==> src/design/cbas_pkg.sv <==
`timescale 1ns / 1ps
// Shared constants, types and the pin pair table for the charlieplex scanner.
// No dependencies.
package cbas_pkg;

   localparam int LED_COUNT_DEF  = 12;
   localparam int BIT_PHASES_DEF = 3;

   localparam logic       MODE_EVENT = 1'b0;
   localparam logic       MODE_WRITE = 1'b1;

   localparam logic [1:0] REG_SLOT0 = 2'd0;
   localparam logic [1:0] REG_SLOT1 = 2'd1;
   localparam logic [1:0] REG_SLOT2 = 2'd2;
   localparam logic [1:0] REG_TICK  = 2'd3;

   localparam logic [7:0] SLOT0_RST = 8'd2;
   localparam logic [7:0] SLOT1_RST = 8'd8;
   localparam logic [7:0] SLOT2_RST = 8'd16;
   localparam logic [7:0] TICK_RST  = 8'd72;

   localparam logic [4:0] PIN_MASK   = 5'h1D;
   localparam int         ENTRY_W    = 4;   // bits 2:0 brightness, bit 3 keep flag
   localparam int         KEEP_IN    = 7;   // keep flag position in the write word

   typedef struct packed {
      logic [2:0][7:0] slot_time;
      logic [7:0]      tick_period;
   } cbas_cfg_type;

   // one-hot pin for each LED slot of the pin pair table
   function automatic logic [4:0] pin_at(input logic [3:0] idx);
      logic [4:0] p;
      case (idx)
         4'd0:    p = 5'h01;
         4'd1:    p = 5'h04;
         4'd2:    p = 5'h04;
         4'd3:    p = 5'h08;
         4'd4:    p = 5'h08;
         4'd5:    p = 5'h10;
         4'd6:    p = 5'h01;
         4'd7:    p = 5'h08;
         4'd8:    p = 5'h04;
         4'd9:    p = 5'h10;
         4'd10:   p = 5'h01;
         4'd11:   p = 5'h10;
         default: p = 5'h00;
      endcase
      return p;
   endfunction

endpackage

==> src/design/cbas_if.sv <==
`timescale 1ns / 1ps
// Channel interfaces: request, response and register write.
// Standalone; widths follow the block's fixed field widths.
interface cbas_req_if;
   logic       valid;
   logic       ready;
   logic       mode;
   logic [3:0] led_select;
   logic [7:0] led_value;
   modport source (output valid, mode, led_select, led_value, input ready);
   modport sink   (input valid, mode, led_select, led_value, output ready);
endinterface

interface cbas_rsp_if;
   logic       valid;
   logic       ready;
   logic [4:0] pin_direction;
   logic [4:0] pin_level;
   logic [7:0] slot_time;
   logic [3:0] lit_index;
   logic       lit;
   logic       tick;
   modport source (output valid, pin_direction, pin_level, slot_time, lit_index, lit, tick,
                   input ready);
   modport sink   (input valid, pin_direction, pin_level, slot_time, lit_index, lit, tick,
                   output ready);
endinterface

interface cbas_csr_if;
   logic       valid;
   logic       ready;
   logic [1:0] index;
   logic [7:0] data;
   modport source (output valid, index, data, input ready);
   modport sink   (input valid, index, data, output ready);
endinterface

==> src/design/cbas_ram.sv <==
`timescale 1ns / 1ps
// Generic single-write, single-read RAM with registered read data.
// No dependencies.
module cbas_ram #(
   parameter int WIDTH = 4,
   parameter int DEPTH = 12
) (
   input  logic                     clock,
   input  logic                     wr_en,
   input  logic [$clog2(DEPTH)-1:0] wr_addr,
   input  logic [WIDTH-1:0]         wr_data,
   input  logic [$clog2(DEPTH)-1:0] rd_addr,
   output logic [WIDTH-1:0]         rd_data
);
   logic [WIDTH-1:0] mem [DEPTH];
   logic [WIDTH-1:0] rd_data_ff;

   always_ff @(posedge clock) begin
      if (wr_en) begin
         mem[wr_addr] <= wr_data;
      end
      rd_data_ff <= mem[rd_addr];
   end

   assign rd_data = rd_data_ff;
endmodule

==> src/design/cbas_csr.sv <==
`timescale 1ns / 1ps
// Configuration registers: slot compare values and tick period.
// Uses cbas_pkg and cbas_csr_if.
module cbas_csr
   import cbas_pkg::*;
(
   input  logic             clock,
   input  logic             reset,
   cbas_csr_if.sink         csr,
   output cbas_cfg_type     cfg
);
   cbas_cfg_type cfg_ff, cfg_in;

   assign csr.ready = 1'b1;

   always_comb begin
      cfg_in = cfg_ff;
      if (csr.valid) begin
         case (csr.index)
            REG_SLOT0: cfg_in.slot_time[0] = csr.data;
            REG_SLOT1: cfg_in.slot_time[1] = csr.data;
            REG_SLOT2: cfg_in.slot_time[2] = csr.data;
            REG_TICK:  cfg_in.tick_period  = csr.data;
            default:   cfg_in = cfg_ff;
         endcase
      end
   end

   always_ff @(posedge clock) begin
      if (reset) begin
         cfg_ff.slot_time[0] <= SLOT0_RST;
         cfg_ff.slot_time[1] <= SLOT1_RST;
         cfg_ff.slot_time[2] <= SLOT2_RST;
         cfg_ff.tick_period  <= TICK_RST;
      end else begin
         cfg_ff <= cfg_in;
      end
   end

   assign cfg = cfg_ff;
endmodule

==> src/design/cbas_seq.sv <==
`timescale 1ns / 1ps
// Scan sequencer: serves one slot event, then walks the store for the next LED.
// Uses cbas_pkg, cbas_req_if and cbas_rsp_if; drives the brightness RAM ports.
module cbas_seq
   import cbas_pkg::*;
#(
   parameter int LED_COUNT  = LED_COUNT_DEF,
   parameter int BIT_PHASES = BIT_PHASES_DEF
) (
   input  logic                         clock,
   input  logic                         reset,
   cbas_req_if.sink                     req,
   cbas_rsp_if.source                   rsp,
   input  cbas_cfg_type                 cfg,
   output logic                         wr_en,
   output logic [$clog2(LED_COUNT)-1:0] wr_addr,
   output logic [ENTRY_W-1:0]           wr_data,
   output logic [$clog2(LED_COUNT)-1:0] rd_addr,
   input  logic [ENTRY_W-1:0]           rd_data
);
   localparam int AW = $clog2(LED_COUNT);
   localparam int SW = $clog2(LED_COUNT + 1);

   localparam logic [1:0] S_IDLE  = 2'd0;
   localparam logic [1:0] S_EVENT = 2'd1;   // entry of served LED on rd_data
   localparam logic [1:0] S_SEEK  = 2'd2;   // entry of candidate LED on rd_data

   logic [1:0]           state_ff, state_in;
   logic [AW-1:0]        scan_ff, scan_in, scan_nxt;
   logic [1:0]           phase_ff, phase_in, phase_nxt;
   logic [7:0]           count_ff, count_in;
   logic [SW-1:0]        step_ff, step_in;
   logic [LED_COUNT-1:0] valid_ff, valid_in;

   logic                 out_vld_ff, out_vld_in;
   logic [4:0]           dir_ff, dir_in, lvl_ff, lvl_in;
   logic [7:0]           slot_ff, slot_in;
   logic [3:0]           idx_ff, idx_in;
   logic                 lit_ff, lit_in, tick_ff, tick_in;

   logic                 accept, out_free, tick_hit, lit_now;
   logic [ENTRY_W-1:0]   entry;
   logic [3:0]           scan_w;
   logic [7:0]           slot_sel;

   assign req.ready = (state_ff == S_IDLE);
   assign accept    = req.valid && req.ready;
   assign out_free  = !out_vld_ff || rsp.ready;

   // entries never written read as zero
   assign entry   = valid_ff[scan_ff] ? rd_data : '0;
   assign scan_w  = 4'(scan_ff);
   assign lit_now = entry[phase_ff];
   assign tick_hit = ({1'b0, count_ff} + 9'd1) >= {1'b0, cfg.tick_period};

   assign scan_nxt  = (scan_ff == AW'(LED_COUNT - 1)) ? '0 : scan_ff + AW'(1);
   assign phase_nxt = (scan_nxt != '0) ? phase_ff :
                      (phase_ff == 2'(BIT_PHASES - 1)) ? 2'd0 : phase_ff + 2'd1;

   always_comb begin
      case (phase_ff)
         2'd0:    slot_sel = cfg.slot_time[0];
         2'd1:    slot_sel = cfg.slot_time[1];
         default: slot_sel = cfg.slot_time[2];
      endcase
   end

   assign wr_en   = accept && (req.mode == MODE_WRITE) && (req.led_select < 4'(LED_COUNT));
   assign wr_addr = req.led_select[AW-1:0];
   assign wr_data = {req.led_value[KEEP_IN], req.led_value[2:0]};

   always_comb begin
      state_in   = state_ff;
      scan_in    = scan_ff;
      phase_in   = phase_ff;
      count_in   = count_ff;
      step_in    = step_ff;
      valid_in   = valid_ff;
      rd_addr    = scan_ff;
      out_vld_in = out_vld_ff && !rsp.ready;
      dir_in     = dir_ff;
      lvl_in     = lvl_ff;
      slot_in    = slot_ff;
      idx_in     = idx_ff;
      lit_in     = lit_ff;
      tick_in    = tick_ff;

      if (wr_en) begin
         valid_in[wr_addr] = 1'b1;
      end

      case (state_ff)
         S_IDLE: begin
            if (accept && req.mode == MODE_EVENT) begin
               state_in = S_EVENT;
            end
         end
         S_EVENT: begin
            if (out_free) begin
               out_vld_in = 1'b1;
               lit_in     = lit_now;
               dir_in     = lit_now ? ((pin_at(scan_w | 4'd1) | pin_at(scan_w & ~4'd1))
                                       & PIN_MASK) : 5'd0;
               lvl_in     = lit_now ? (pin_at(scan_w) & PIN_MASK) : 5'd0;
               slot_in    = slot_sel;
               idx_in     = scan_w;
               tick_in    = tick_hit;
               count_in   = tick_hit ? 8'd0 : count_ff + 8'd1;
               scan_in    = scan_nxt;
               phase_in   = phase_nxt;
               rd_addr    = scan_nxt;
               step_in    = '0;
               state_in   = S_SEEK;
            end
         end
         S_SEEK: begin
            if (entry != '0 || step_ff >= SW'(LED_COUNT)) begin
               state_in = S_IDLE;
            end else begin
               step_in  = step_ff + SW'(1);
               scan_in  = scan_nxt;
               phase_in = phase_nxt;
               rd_addr  = scan_nxt;
            end
         end
         default: state_in = S_IDLE;
      endcase
   end

   always_ff @(posedge clock) begin
      if (reset) begin
         state_ff   <= S_IDLE;
         scan_ff    <= '0;
         phase_ff   <= 2'd0;
         count_ff   <= 8'd0;
         step_ff    <= '0;
         valid_ff   <= '0;
         out_vld_ff <= 1'b0;
      end else begin
         state_ff   <= state_in;
         scan_ff    <= scan_in;
         phase_ff   <= phase_in;
         count_ff   <= count_in;
         step_ff    <= step_in;
         valid_ff   <= valid_in;
         out_vld_ff <= out_vld_in;
      end
   end

   always_ff @(posedge clock) begin
      dir_ff  <= dir_in;
      lvl_ff  <= lvl_in;
      slot_ff <= slot_in;
      idx_ff  <= idx_in;
      lit_ff  <= lit_in;
      tick_ff <= tick_in;
   end

   assign rsp.valid         = out_vld_ff;
   assign rsp.pin_direction = dir_ff;
   assign rsp.pin_level     = lvl_ff;
   assign rsp.slot_time     = slot_ff;
   assign rsp.lit_index     = idx_ff;
   assign rsp.lit           = lit_ff;
   assign rsp.tick          = tick_ff;
endmodule

==> src/design/charlieplex_bit_angle_scanner.sv <==
`timescale 1ns / 1ps
// Top level of the charlieplexed LED bit-angle scanner.
// Uses cbas_pkg, the channel interfaces, cbas_csr, cbas_seq and cbas_ram.
//
//  port     dir    word
//  req_if   in     mode, led_select, led_value
//  rsp_if   out    pin_direction, pin_level, slot_time, lit_index, lit, tick
//  csr_if   in     index, data (always ready)
//
// A slot event does one RAM read for the served LED, then one RAM read per step of the
// skip search.
// Reset clears the scan position, phase, tick counter and the per-LED valid bits,
// so the store reads as all dark without a clearing pass.
// The result waits in an output register; a stalled response holds the event.
module charlieplex_bit_angle_scanner
   import cbas_pkg::*;
#(
   parameter int LED_COUNT  = LED_COUNT_DEF,
   parameter int BIT_PHASES = BIT_PHASES_DEF
) (
   input  logic        clock,
   input  logic        reset,
   cbas_req_if.sink    req_if,
   cbas_rsp_if.source  rsp_if,
   cbas_csr_if.sink    csr_if
);
   localparam int AW = $clog2(LED_COUNT);

   cbas_cfg_type       cfg;
   logic               wr_en;
   logic [AW-1:0]      wr_addr, rd_addr;
   logic [ENTRY_W-1:0] wr_data, rd_data;

   cbas_csr u_csr (
      .clock (clock),
      .reset (reset),
      .csr   (csr_if),
      .cfg   (cfg)
   );

   cbas_seq #(
      .LED_COUNT  (LED_COUNT),
      .BIT_PHASES (BIT_PHASES)
   ) u_seq (
      .clock   (clock),
      .reset   (reset),
      .req     (req_if),
      .rsp     (rsp_if),
      .cfg     (cfg),
      .wr_en   (wr_en),
      .wr_addr (wr_addr),
      .wr_data (wr_data),
      .rd_addr (rd_addr),
      .rd_data (rd_data)
   );

   cbas_ram #(
      .WIDTH (ENTRY_W),
      .DEPTH (LED_COUNT)
   ) u_store (
      .clock   (clock),
      .wr_en   (wr_en),
      .wr_addr (wr_addr),
      .wr_data (wr_data),
      .rd_addr (rd_addr),
      .rd_data (rd_data)
   );
endmodule
==> src/flat_wrapper.sv <==
// flat-port wrapper written by rule: the top's interface ports become plain ports
module charlieplex_bit_angle_scanner_flat import cbas_pkg::*;
#(
   parameter int LED_COUNT  = LED_COUNT_DEF,
   parameter int BIT_PHASES = BIT_PHASES_DEF
)
  (clock, reset, req_if_valid, req_if_mode, req_if_led_select, req_if_led_value, req_if_ready, rsp_if_valid, rsp_if_pin_direction, rsp_if_pin_level, rsp_if_slot_time, rsp_if_lit_index, rsp_if_lit, rsp_if_tick, rsp_if_ready, csr_if_valid, csr_if_index, csr_if_data, csr_if_ready);
  cbas_req_if req_if_i ();
  cbas_rsp_if rsp_if_i ();
  cbas_csr_if csr_if_i ();
  input  logic clock;
  input  logic reset;
  input wire logic [$bits(req_if_i.valid)-1:0] req_if_valid;
  input wire logic [$bits(req_if_i.mode)-1:0] req_if_mode;
  input wire logic [$bits(req_if_i.led_select)-1:0] req_if_led_select;
  input wire logic [$bits(req_if_i.led_value)-1:0] req_if_led_value;
  output wire logic [$bits(req_if_i.ready)-1:0] req_if_ready;
  output wire logic [$bits(rsp_if_i.valid)-1:0] rsp_if_valid;
  output wire logic [$bits(rsp_if_i.pin_direction)-1:0] rsp_if_pin_direction;
  output wire logic [$bits(rsp_if_i.pin_level)-1:0] rsp_if_pin_level;
  output wire logic [$bits(rsp_if_i.slot_time)-1:0] rsp_if_slot_time;
  output wire logic [$bits(rsp_if_i.lit_index)-1:0] rsp_if_lit_index;
  output wire logic [$bits(rsp_if_i.lit)-1:0] rsp_if_lit;
  output wire logic [$bits(rsp_if_i.tick)-1:0] rsp_if_tick;
  input wire logic [$bits(rsp_if_i.ready)-1:0] rsp_if_ready;
  input wire logic [$bits(csr_if_i.valid)-1:0] csr_if_valid;
  input wire logic [$bits(csr_if_i.index)-1:0] csr_if_index;
  input wire logic [$bits(csr_if_i.data)-1:0] csr_if_data;
  output wire logic [$bits(csr_if_i.ready)-1:0] csr_if_ready;
  assign req_if_i.valid = req_if_valid;
  assign req_if_i.mode = req_if_mode;
  assign req_if_i.led_select = req_if_led_select;
  assign req_if_i.led_value = req_if_led_value;
  assign req_if_ready = req_if_i.ready;
  assign rsp_if_valid = rsp_if_i.valid;
  assign rsp_if_pin_direction = rsp_if_i.pin_direction;
  assign rsp_if_pin_level = rsp_if_i.pin_level;
  assign rsp_if_slot_time = rsp_if_i.slot_time;
  assign rsp_if_lit_index = rsp_if_i.lit_index;
  assign rsp_if_lit = rsp_if_i.lit;
  assign rsp_if_tick = rsp_if_i.tick;
  assign rsp_if_i.ready = rsp_if_ready;
  assign csr_if_i.valid = csr_if_valid;
  assign csr_if_i.index = csr_if_index;
  assign csr_if_i.data = csr_if_data;
  assign csr_if_ready = csr_if_i.ready;
  charlieplex_bit_angle_scanner #(.LED_COUNT(LED_COUNT), .BIT_PHASES(BIT_PHASES)) u_core (.clock(clock), .reset(reset), .req_if(req_if_i), .rsp_if(rsp_if_i), .csr_if(csr_if_i));
endmodule
==> config.mk <==
export PLATFORM = sky130hd
export DESIGN_NAME = charlieplex_bit_angle_scanner_flat
export DESIGN_NICKNAME = d
export VERILOG_FILES = /design/src/design/cbas_pkg.sv /design/src/design/cbas_if.sv /design/src/design/cbas_ram.sv /design/src/design/cbas_csr.sv /design/src/design/cbas_seq.sv /design/src/design/charlieplex_bit_angle_scanner.sv /design/src/flat_wrapper.sv
export SDC_FILE = /design/constraint.sdc
export NUM_CORES = 1
export LEC_CHECK = 0
export ABC_AREA = 1
export ABC_CLOCK_PERIOD_IN_PS = 3100
export BUFFER_PORTS_ARGS = -buffer_cell sky130_fd_sc_hd__buf_2
export CAP_MARGIN = 25
export CORE_MARGIN = 2
export CORE_UTILIZATION = 29
export CTS_CLUSTER_DIAMETER = 60
export DETAILED_ROUTE_END_ITERATION = 12
export SYNTH_ARGS = -nofsm -noshare
export SYNTH_HDL_FRONTEND = slang
export SYNTH_SLANG_ARGS = --single-unit
==> constraint.sdc <==
create_clock -name clock -period 3.1 [get_ports clock]
set_input_delay 0.465 -clock clock [delete_from_list [all_inputs] [get_ports clock]]
set_output_delay 0.465 -clock clock [all_outputs]
set_load 0.01 [all_outputs]
Yosys cells after proc, flatten, opt, wreduce, memory -nomap -nowiden
Memories as Yosys holds them, arrays and structs flattened. A register that Yosys moved wholly into a read port is not among the register bits.
Cells that the tools add are included.

word-level totals
  bits of input ports = 28
  output and inout port bits = 27
  bits in writable memories = 48
  ROM bits = 192
  memories kept = 4
  register bits = 85
  word-level logic and storage cells = 108

operators by class
  bitwise operators = 3
  $lt $le $gt $ge = 7
  reductions and logical operators = 24
  $add $sub $neg = 5
  equal/unequal tests = 12
  multiplexer cells = 35

memory list
  name                depth  bits a word  read ports  clocked after Yosys merged registers in  write ports  RTL line        RTL
  (name not given)    16     4            1           1                                        0            cbas_pkg.sv:34  case (idx)
  (name not given)    16     4            1           1                                        0            cbas_pkg.sv:34
  (name not given)    16     4            1           1                                        0            cbas_pkg.sv:34
  u_core.u_store.mem  12     4            1           1                                        1            cbas_ram.sv:15  logic [WIDTH-1:0] mem [DEPTH];

operators with widths
  operator                                                                number
  4-bit two-way mux                                                       8
  5-bit two-way mux                                                       4
  4-bit case mux with 2 select lines                                      2
  8-bit case mux with 2 select lines                                      1
  2-bit two-way mux                                                       7
  12-bit bitwise OR                                                       1
  4-bit by 5-bit < comparator with 1-bit output (second input constant)   2
  2-bit AND reduction                                                     5
  8-bit by 1-bit adder with 9-bit output (second input constant)          1
  9-bit by 8-bit >= comparator with 1-bit output                          1
  4-bit by 1-bit adder with 4-bit output (second input constant)          2
  8-bit by 1-bit adder with 8-bit output (second input constant)          1
  2-bit equality test (second input constant)                             4
  8-bit two-way mux                                                       1
  4-bit nonzero test                                                      2
  1-bit two-way mux                                                       7
  2-bit by 1-bit equality test with 1-bit output (second input constant)  3
  1-bit logical AND                                                       6
  2-bit zero test                                                         3
  2-bit inequality test (second input constant)                           3
  2-bit case mux with 3 select lines                                      1
  3-bit AND reduction                                                     2
  5-bit bitwise OR                                                        1
  1-bit binary-select mux with 4-bit select                               1
  other kinds (14)                                                        17

Logic depth before layout (Yosys ltp)
Gate-level depths: netlist of run 1.

  depth after elaboration = 8
  mapped depth = 19
  mapped depth without buffers = 18

Cells and area by module
Synthesis of run 1 repeated with hierarchy kept, for this count alone.

second synthesis, totals
  cells, all modules = 830
  area, all modules = 6916.6 µm²

by module, submodules not included
  module    area each (µm²)  seq. area each (µm²)  instances  cells each
  cbas_seq  3326.9           1441.4                1          421
  cbas_ram  2223.4           1521.5                1          207
  cbas_csr  1366.3           640.6                 1          202

Worst setup path after synthesis of run 1
Ideal clock, no wire load.

  kind = register -> register
  start = reg u_core.u_seq.state_ff[1]
  end = reg (tool-made name)
  period minus slack after synthesis = 3149 ps
  cell stages (with the launch flop) = 15
  arrival time = 3075 ps
  required time = 3026 ps
  library setup time = 74 ps
  setup slack = -49 ps
  cell sequence = dfxtp_1 inv_1 ha_1 inv_1 nor2_1 inv_1 clkbuf_1 nand2_1 inv_1 o22ai_4 inv_2 nor2_4 inv_1 ha_1 o21ai_0

RTL lines
  item                    RTL line         RTL
  from (decl)             cbas_seq.sv:28   logic [1:0] state_ff, state_in;
  from (signal assigned)  cbas_seq.sv:140  state_ff <= state_in;

==> results of run 1 <==
==> layout by cell type, fill, tap and decap left out, types with 4 or more instances in the layout <==
cell type | Yosys | final
a21oi_1 | 34 | 34
buf_2 | 2 | 47
buf_4 | 6 | 15
clkbuf_1 | 10 | 4
clkbuf_16 | 0 | 17
dfxtp_1 | 75 | 74
edfxtp_1 | 70 | 70
ha_1 | 18 | 18
inv_1 | 104 | 104
nand2_1 | 140 | 140
nand3_1 | 71 | 71
nor2_1 | 85 | 84
nor2_2 | 3 | 4
nor3_1 | 5 | 5
o211ai_1 | 5 | 5
o21a_1 | 12 | 12
o21ai_0 | 43 | 43
xor2_1 | 6 | 6
==> report_power, final <==
group	switching [W]	leakage [nW]	internal, W
clock network	0.000745	0.282	0.00123
logic	0.000968	1.71	0.000480
registers	0.0000977	1.25	0.00223
==> logic make-up after synthesis <==
family	count (synthesis)	synth area share
AO/OA/AOI/OAI	107	0.09870
AND/OR/NAND/NOR	319	0.2128
other	2	0.001171
flip-flops	145	0.5617
XOR/XNOR	6	0.008192
buffers and inverters	128	0.08231
adder cells (fa/ha/maj)	18	0.03511
==> flip-flops by register name, summed over array words and instances (netlist names), 2 cells and up, named ones only <==
signal / flops
u_core.u_seq.step_ff: 4
u_core.u_seq.rsp.pin_direction: 4
u_core.u_seq.count_ff: 8
u_core.u_seq.valid_ff: 12
u_core.u_store.rd_data: 4
u_core.u_seq.phase_ff: 2
u_core.u_seq.rsp.slot_time: 8
u_core.u_seq.state_ff: 2
u_core.u_seq.scan_ff: 4
u_core.u_seq.rsp.pin_level: 4
u_core.u_store.mem: 48
u_core.u_csr.cfg: 32
u_core.u_seq.rsp.lit_index: 4
==> per-layer routing <==
metal,GRT usage,vias to the layer above,wire length [um]
met2,0.1875,90,6273
met3,0.03185,11,608
met4,0.04321,2,125
met1,0.1621,2202,6755
li1,-,2496,-
met5,0,-,13
==> path summary, 6_finish.rpt <==
path                            from                      end  slack [ns]  cells past startpoint
max reg2reg  u_core.u_seq.scan_ff[1]                 register        0.41                     15
max          u_core.u_seq.scan_ff[1]                 register        0.41                     15
min                   csr_if_data[6]      u_core.u_csr.cfg[6]        0.34                      3
min reg2reg  u_core.u_seq.step_ff[3]  u_core.u_seq.step_ff[3]        0.45                      2
==> stage by stage <==
stage,total power (W),area (sq um),std cells
final,0.005752,7584,1081
after global routing,0.006117,7581,1080
after CTS,0.005820,7580,1080
after detailed placement,0.003830,7004,1048
after global placement,0.003806,7004,1048
after floorplan,0.003398,6421,726
==> critical path: cells and delay by family (launching register included) <==
kind | cells | cell delay (ns)
flops | 1 | 0.56
buf+inv | 4 | 0.42
compound gates | 3 | 0.50
simple gates | 7 | 0.85
fa+ha+maj | 1 | 0.28
==> final cells by class <==
class	count	area [sq um]	area share
Clock inverter	9	107.6	0.01419
Multi-Input combinational cell	453	2290	0.3019
Sequential cell	145	3605	0.4753
Timing Repair Buffer	62	347.8	0.04587
Antenna cell	1	2.502	0.0003300
Clock buffer	23	467.9	0.06171
Tap cell	280	350.3	0.04620
Inverter	108	412.9	0.05445
==> results.cfg, run 1 <==
[detailed_routing]
route.final.wire_length_mm = 13.78
route.vias.total = 4801
firstDrtPassIters = 4
drt-initial-drc-count = 321
via_per_inst = 4.441
detail-route-antenna-nets = 0
average_wire_length_per_cell_after_detail_routing_um = 12.74
route.detailed.drc = 0

[synthesis]
syn-mean-instance-area_sq_um = 8.848
yosys_warnings = 0
synth_seq_cells = 145
synth.most_common_cell = nand2_1
synth_commonest_cells = nand2_1, inv_1, nor2_1, dfxtp_1, nand3_1
synthesis.area_sq_um = 6415
register_area_share_after_synthesis = 0.5617
yosysTopAreaCellShare = 0.3277
yosys-top-cells-area = edfxtp_1, dfxtp_1, nand2_1, inv_1, nand3_1
edff_count_synth = 70
post_synth_inst_count = 725
ys_dominant_reg_cell = dfxtp_1
post_synth_num_cell_types = 41
share_of_synthesized_flip_flops_with_an_asynchronous_set_or_reset = 0
yosysTopAreaCell = edfxtp_1

[cts]
cts.path.max_buffers = 2
cts.htree.levels = 4
post-cts-setup-buffer-count = 0
clock_insertion_delay_worst_skew_ns = 0.42
postCtsResizedCells = 0
cts.sink_count = 145
cts_made_buffers = 17
cts.reportedPaths.clkPinSlew_ns = 0.06
tritoncts = done
cts.root.buffer_cell = clkbuf_16
cts.hold.buffers_added = 0

[sta]
finalSetupViolCount = 0
timing.hold.ws_ns = 0.3416
tightestPinTransition_ns = 0.6004
finalClockSkew_ns = 0.009376
final_hold_viol_count = 0
rsz0062_at_grt = false
max_clock_freq_ghz = 0.3711
post-route-worst-setup-slack_ns = 0.4053
drv_slew = 0
finalWorstPathRequiredPeriod_ns = 2.695
fin_setup_tns_ns = 0
period_utilization_post_route = 0.8693
max-slew-margin-rel = 0.5982

[placement]
place_worst_setup_slack_ns = 0.3281
io_buf_count = 47
dpl.hpwl_mm = 9.563
place_congestion = 0.8178

[critical_path]
end_kind = register
critical_path_class = reg2reg
path_cells = inv_2 -> nand3_1 -> nand2_1 -> nand2_1 -> nand3_4 -> o31ai_1 -> nand3_1 -> nand2_1 -> inv_1 -> o22ai_4 -> inv_2 -> nor2_4 -> inv_1 -> ha_1 -> o21ai_0
crit_top_cell = nand2_1
cp_data_arrival_time_ns = 3.03
peak_fanout_along_the_critical_path = 9
cpMaxStageDelayCell = dfxtp_1
worstPathRequired_ns = 3.44
max_stage_delay_ns = 0.56
crit_path_start_kind = register

[job]
timing.max_cap.violations = 0

[status]
status = finished clean

[pwr]
p_leak_nw = 3.246
power_per_cell_area_nw_per_um2 = 758.5
vdd_ir_drop_max_mv = 0.3272

[die]
design.portCount = 55
fp.dieW_um = 152.7
core_area_sq_um = 21760
dieHeight_um = 152.7
placement_rows = 54
effective_utilization_at_floorplan = 0.2949
die_area_sq_um = 23330

[global_routing]
grt_pass1_wl_mm = 22.54
grt.total_usage = 0.1205
grt_max_degree = 38
number_of_antenna_violations_at_the_first_check_in_global_routing = 2
first_global_vias = 4450
overflow = 0

[layout]
nFillCells = 2225
synthToLayoutAreaGrowth_pct = 18.22
post_route_cells_drive_above_1_share = 0.1400
final_util = 0.3486
num-nets-final = 833

[worst_hold_path]
hold_path_class = in2reg
No activity file was read; power rests on OpenSTA's default activity.
==> inputs of run 2 (changes only) <==
==> constraint.sdc (replaced) <==
create_clock -name clock -period 3.1 [get_ports clock]
set_input_delay 0.62 -clock clock [delete_from_list [all_inputs] [get_ports clock]]
set_output_delay 0.62 -clock clock [all_outputs]
set_load 0.01 [all_outputs]
==> results.cfg, run 2 (synthesis gave the netlist of run 1 again) <==
[status]
status = finished clean

[cts]
clock_insertion_delay_worst_skew_ns = 0.42
post-cts-setup-buffer-count = 0
cts.reportedPaths.clkPinSlew_ns = 0.06
cts.root.buffer_cell = clkbuf_16
cts_made_buffers = 17
cts.sink_count = 145
tritoncts = done
cts.path.max_buffers = 2
cts.htree.levels = 4

[detailed_routing]
average_wire_length_per_cell_after_detail_routing_um = 12.99
route.final.wire_length_mm = 14.04
via_per_inst = 4.520
drt-initial-drc-count = 358
route.vias.total = 4886
firstDrtPassIters = 5
route.detailed.drc = 0
detail-route-antenna-nets = 0

[worst_hold_path]
hold_path_end = u_core.u_csr.cfg[9]
hold_path_depth = 2
hold_path_class = reg2reg
holdCritStartpoint = u_core.u_csr.cfg[9]

[critical_path]
crit_top_cell = nand2_1
cp_data_arrival_time_ns = 3.11
crit_path_start_kind = register
worstPathRequired_ns = 3.45
max_stage_delay_ns = 0.44
critical_path_class = reg2reg
end_kind = register
reg2reg_depth = 16
peak_fanout_along_the_critical_path = 8
path_cells = ha_1 -> nand2_1 -> inv_1 -> nand2_1 -> xor2_1 -> inv_1 -> ha_1 -> a21oi_1 -> o21ai_0 -> a21oi_1 -> nor2_1 -> o21ai_0 -> nand2_1 -> nor2_1 -> nand2_1 -> a21oi_1
cpMaxStageDelayCell = nor2_1
rr_endpoint = u_core.u_seq.count_ff[6]
regToRegSetupSlack_ns = 0.34
crit-reg2reg-launch = u_core.u_seq.count_ff[0]

[pwr]
seq_power_share = 0.405
switching_share = 0.3277
power_per_cell_area_nw_per_um2 = 760.6
vdd_ir_drop_max_mv = 0.3517
power.internal_w = 0.003881
p_leak_nw = 3.249
total_switching_power_w = 0.001892
combPwrFrac = 0.250
p_clk_frac = 0.345

[sta]
fin_setup_tns_ns = 0
max_clock_freq_ghz = 0.3627
drv_slew = 0
finalWorstPathRequiredPeriod_ns = 2.757
max-slew-margin-rel = 0.5974
tightestPinTransition_ns = 0.6017
rsz0062_at_grt = false
final_hold_viol_count = 0
finalClockSkew_ns = 0.004357
period_utilization_post_route = 0.8895
finalSetupViolCount = 0

[die]
fp.dieW_um = 152.7
die_area_sq_um = 23330
placement_rows = 54
core_area_sq_um = 21760
effective_utilization_at_floorplan = 0.2949
dieHeight_um = 152.7
design.portCount = 55

[layout]
nFillCells = 2203
num-nets-final = 832
registers.top_by_ff_count = u_core.u_store.mem
final_cell_area_sq_um = 7591
final_util = 0.3489
multi_input_comb_area_sq_um = 2290
post_route_cells_drive_above_1_share = 0.1439
sequential_cell_area_in_the_final_layout_sq_um = 3605
layout.cells.most_common_list = nand2_1, inv_1, nor2_1
mostFrequentLayoutCell = nand2_1
synthToLayoutAreaGrowth_pct = 18.33
largest_reg_flops = 48

[global_routing]
groute.layer.met1.usage = 0.1597
gr-usage-met3 = 0.03015
global_route.peak_usage_layer = met2
grt.total_usage = 0.1222
first_global_vias = 4511
grt_pass1_wl_mm = 22.75
grt_max_degree = 34
overflow = 0
number_of_antenna_violations_at_the_first_check_in_global_routing = 3
gr-usage-met2 = 0.1947

[job]
timing.max_cap.violations = 0

[placement]
place_congestion = 0.8148
dpl.hpwl_mm = 9.734
io_buf_count = 47
post_placement_cell_area_sq_um = 6997
[run 2: changes by cell type in the layout (fill, tap and decap cells not counted), moves of 2 or more]
cell and delta:
clkbuf_1 -4, clkbuf_8 -2, inv_6 +4, clkbuf_16 +3, bufinv_16 -2
[run 2: how the worst max path moves through the flow]
stage / start / end
6_report: u_core.u_seq.count_ff[0] / u_core.u_seq.count_ff[6]
5_1_grt: u_core.u_seq.count_ff[0] / u_core.u_seq.count_ff[3]
4_1_cts: u_core.u_seq.scan_ff[0] / register
3_5_place_dp: u_core.u_seq.scan_ff[0] / register
3_3_place_gp: u_core.u_seq.scan_ff[0] / register
2_1_floorplan: rsp_if_ready / register
[run 2: metrics by stage]
step | power, W | cells | worst slack, ns | hold slack [ns]
2_1_floorplan | 0.003398 | 726 | 0.3320 | 0.4285
4_1_cts | 0.005828 | 1079 | 0.2628 | 0.4508
5_1_grt | 0.006122 | 1080 | 0.01834 | 0.4820
3_5_place_dp | 0.003828 | 1047 | 0.2866 | 0.4406
6_report | 0.005774 | 1081 | 0.3425 | 0.4559
3_3_place_gp | 0.003799 | 1047 | 0.3518 | 0.4399
[run 2: timing repair]
action                     CTS  global route
resized for setup            0             1
setup endpoints to repair    0             4
hold buffers                 0             0
[run 2: routing by layer]
metal  routed length (um)  vias up
li1                     -     2492
met1                 6773     2275
met2                 6432      100
met3                  622       17
met4                  196        2
met5                   13        -
[run 2: power by group through the flow]
stage                     Clock, W  Sequential [W]  Combinational, W
after floorplan                  0         0.00240          0.000996
after global placement           0         0.00237           0.00143
after detailed placement         0         0.00238           0.00145
after CTS                  0.00204         0.00234           0.00145
after global routing       0.00211         0.00236           0.00165
final                      0.00199         0.00234           0.00144
[run 2: layout make-up]
class | count | area share
clock buffers | 20 | 0.06593
diodes | 2 | 0.0006593
clock inverters | 12 | 0.01154
flip-flops and latches | 145 | 0.4749
multi-input cells | 453 | 0.3016
well taps | 280 | 0.04615
inverters | 108 | 0.05439
repair buffers | 61 | 0.04483
[run 2: worst max-delay path: cells and delay by family (launching register included)]
family | cells | cell delay (ns)
simple gates | 6 | 0.83
compound gates | 5 | 0.65
fa+ha+maj | 2 | 0.50
flops | 1 | 0.41
buf+inv | 2 | 0.16
xor+xnor | 1 | 0.13
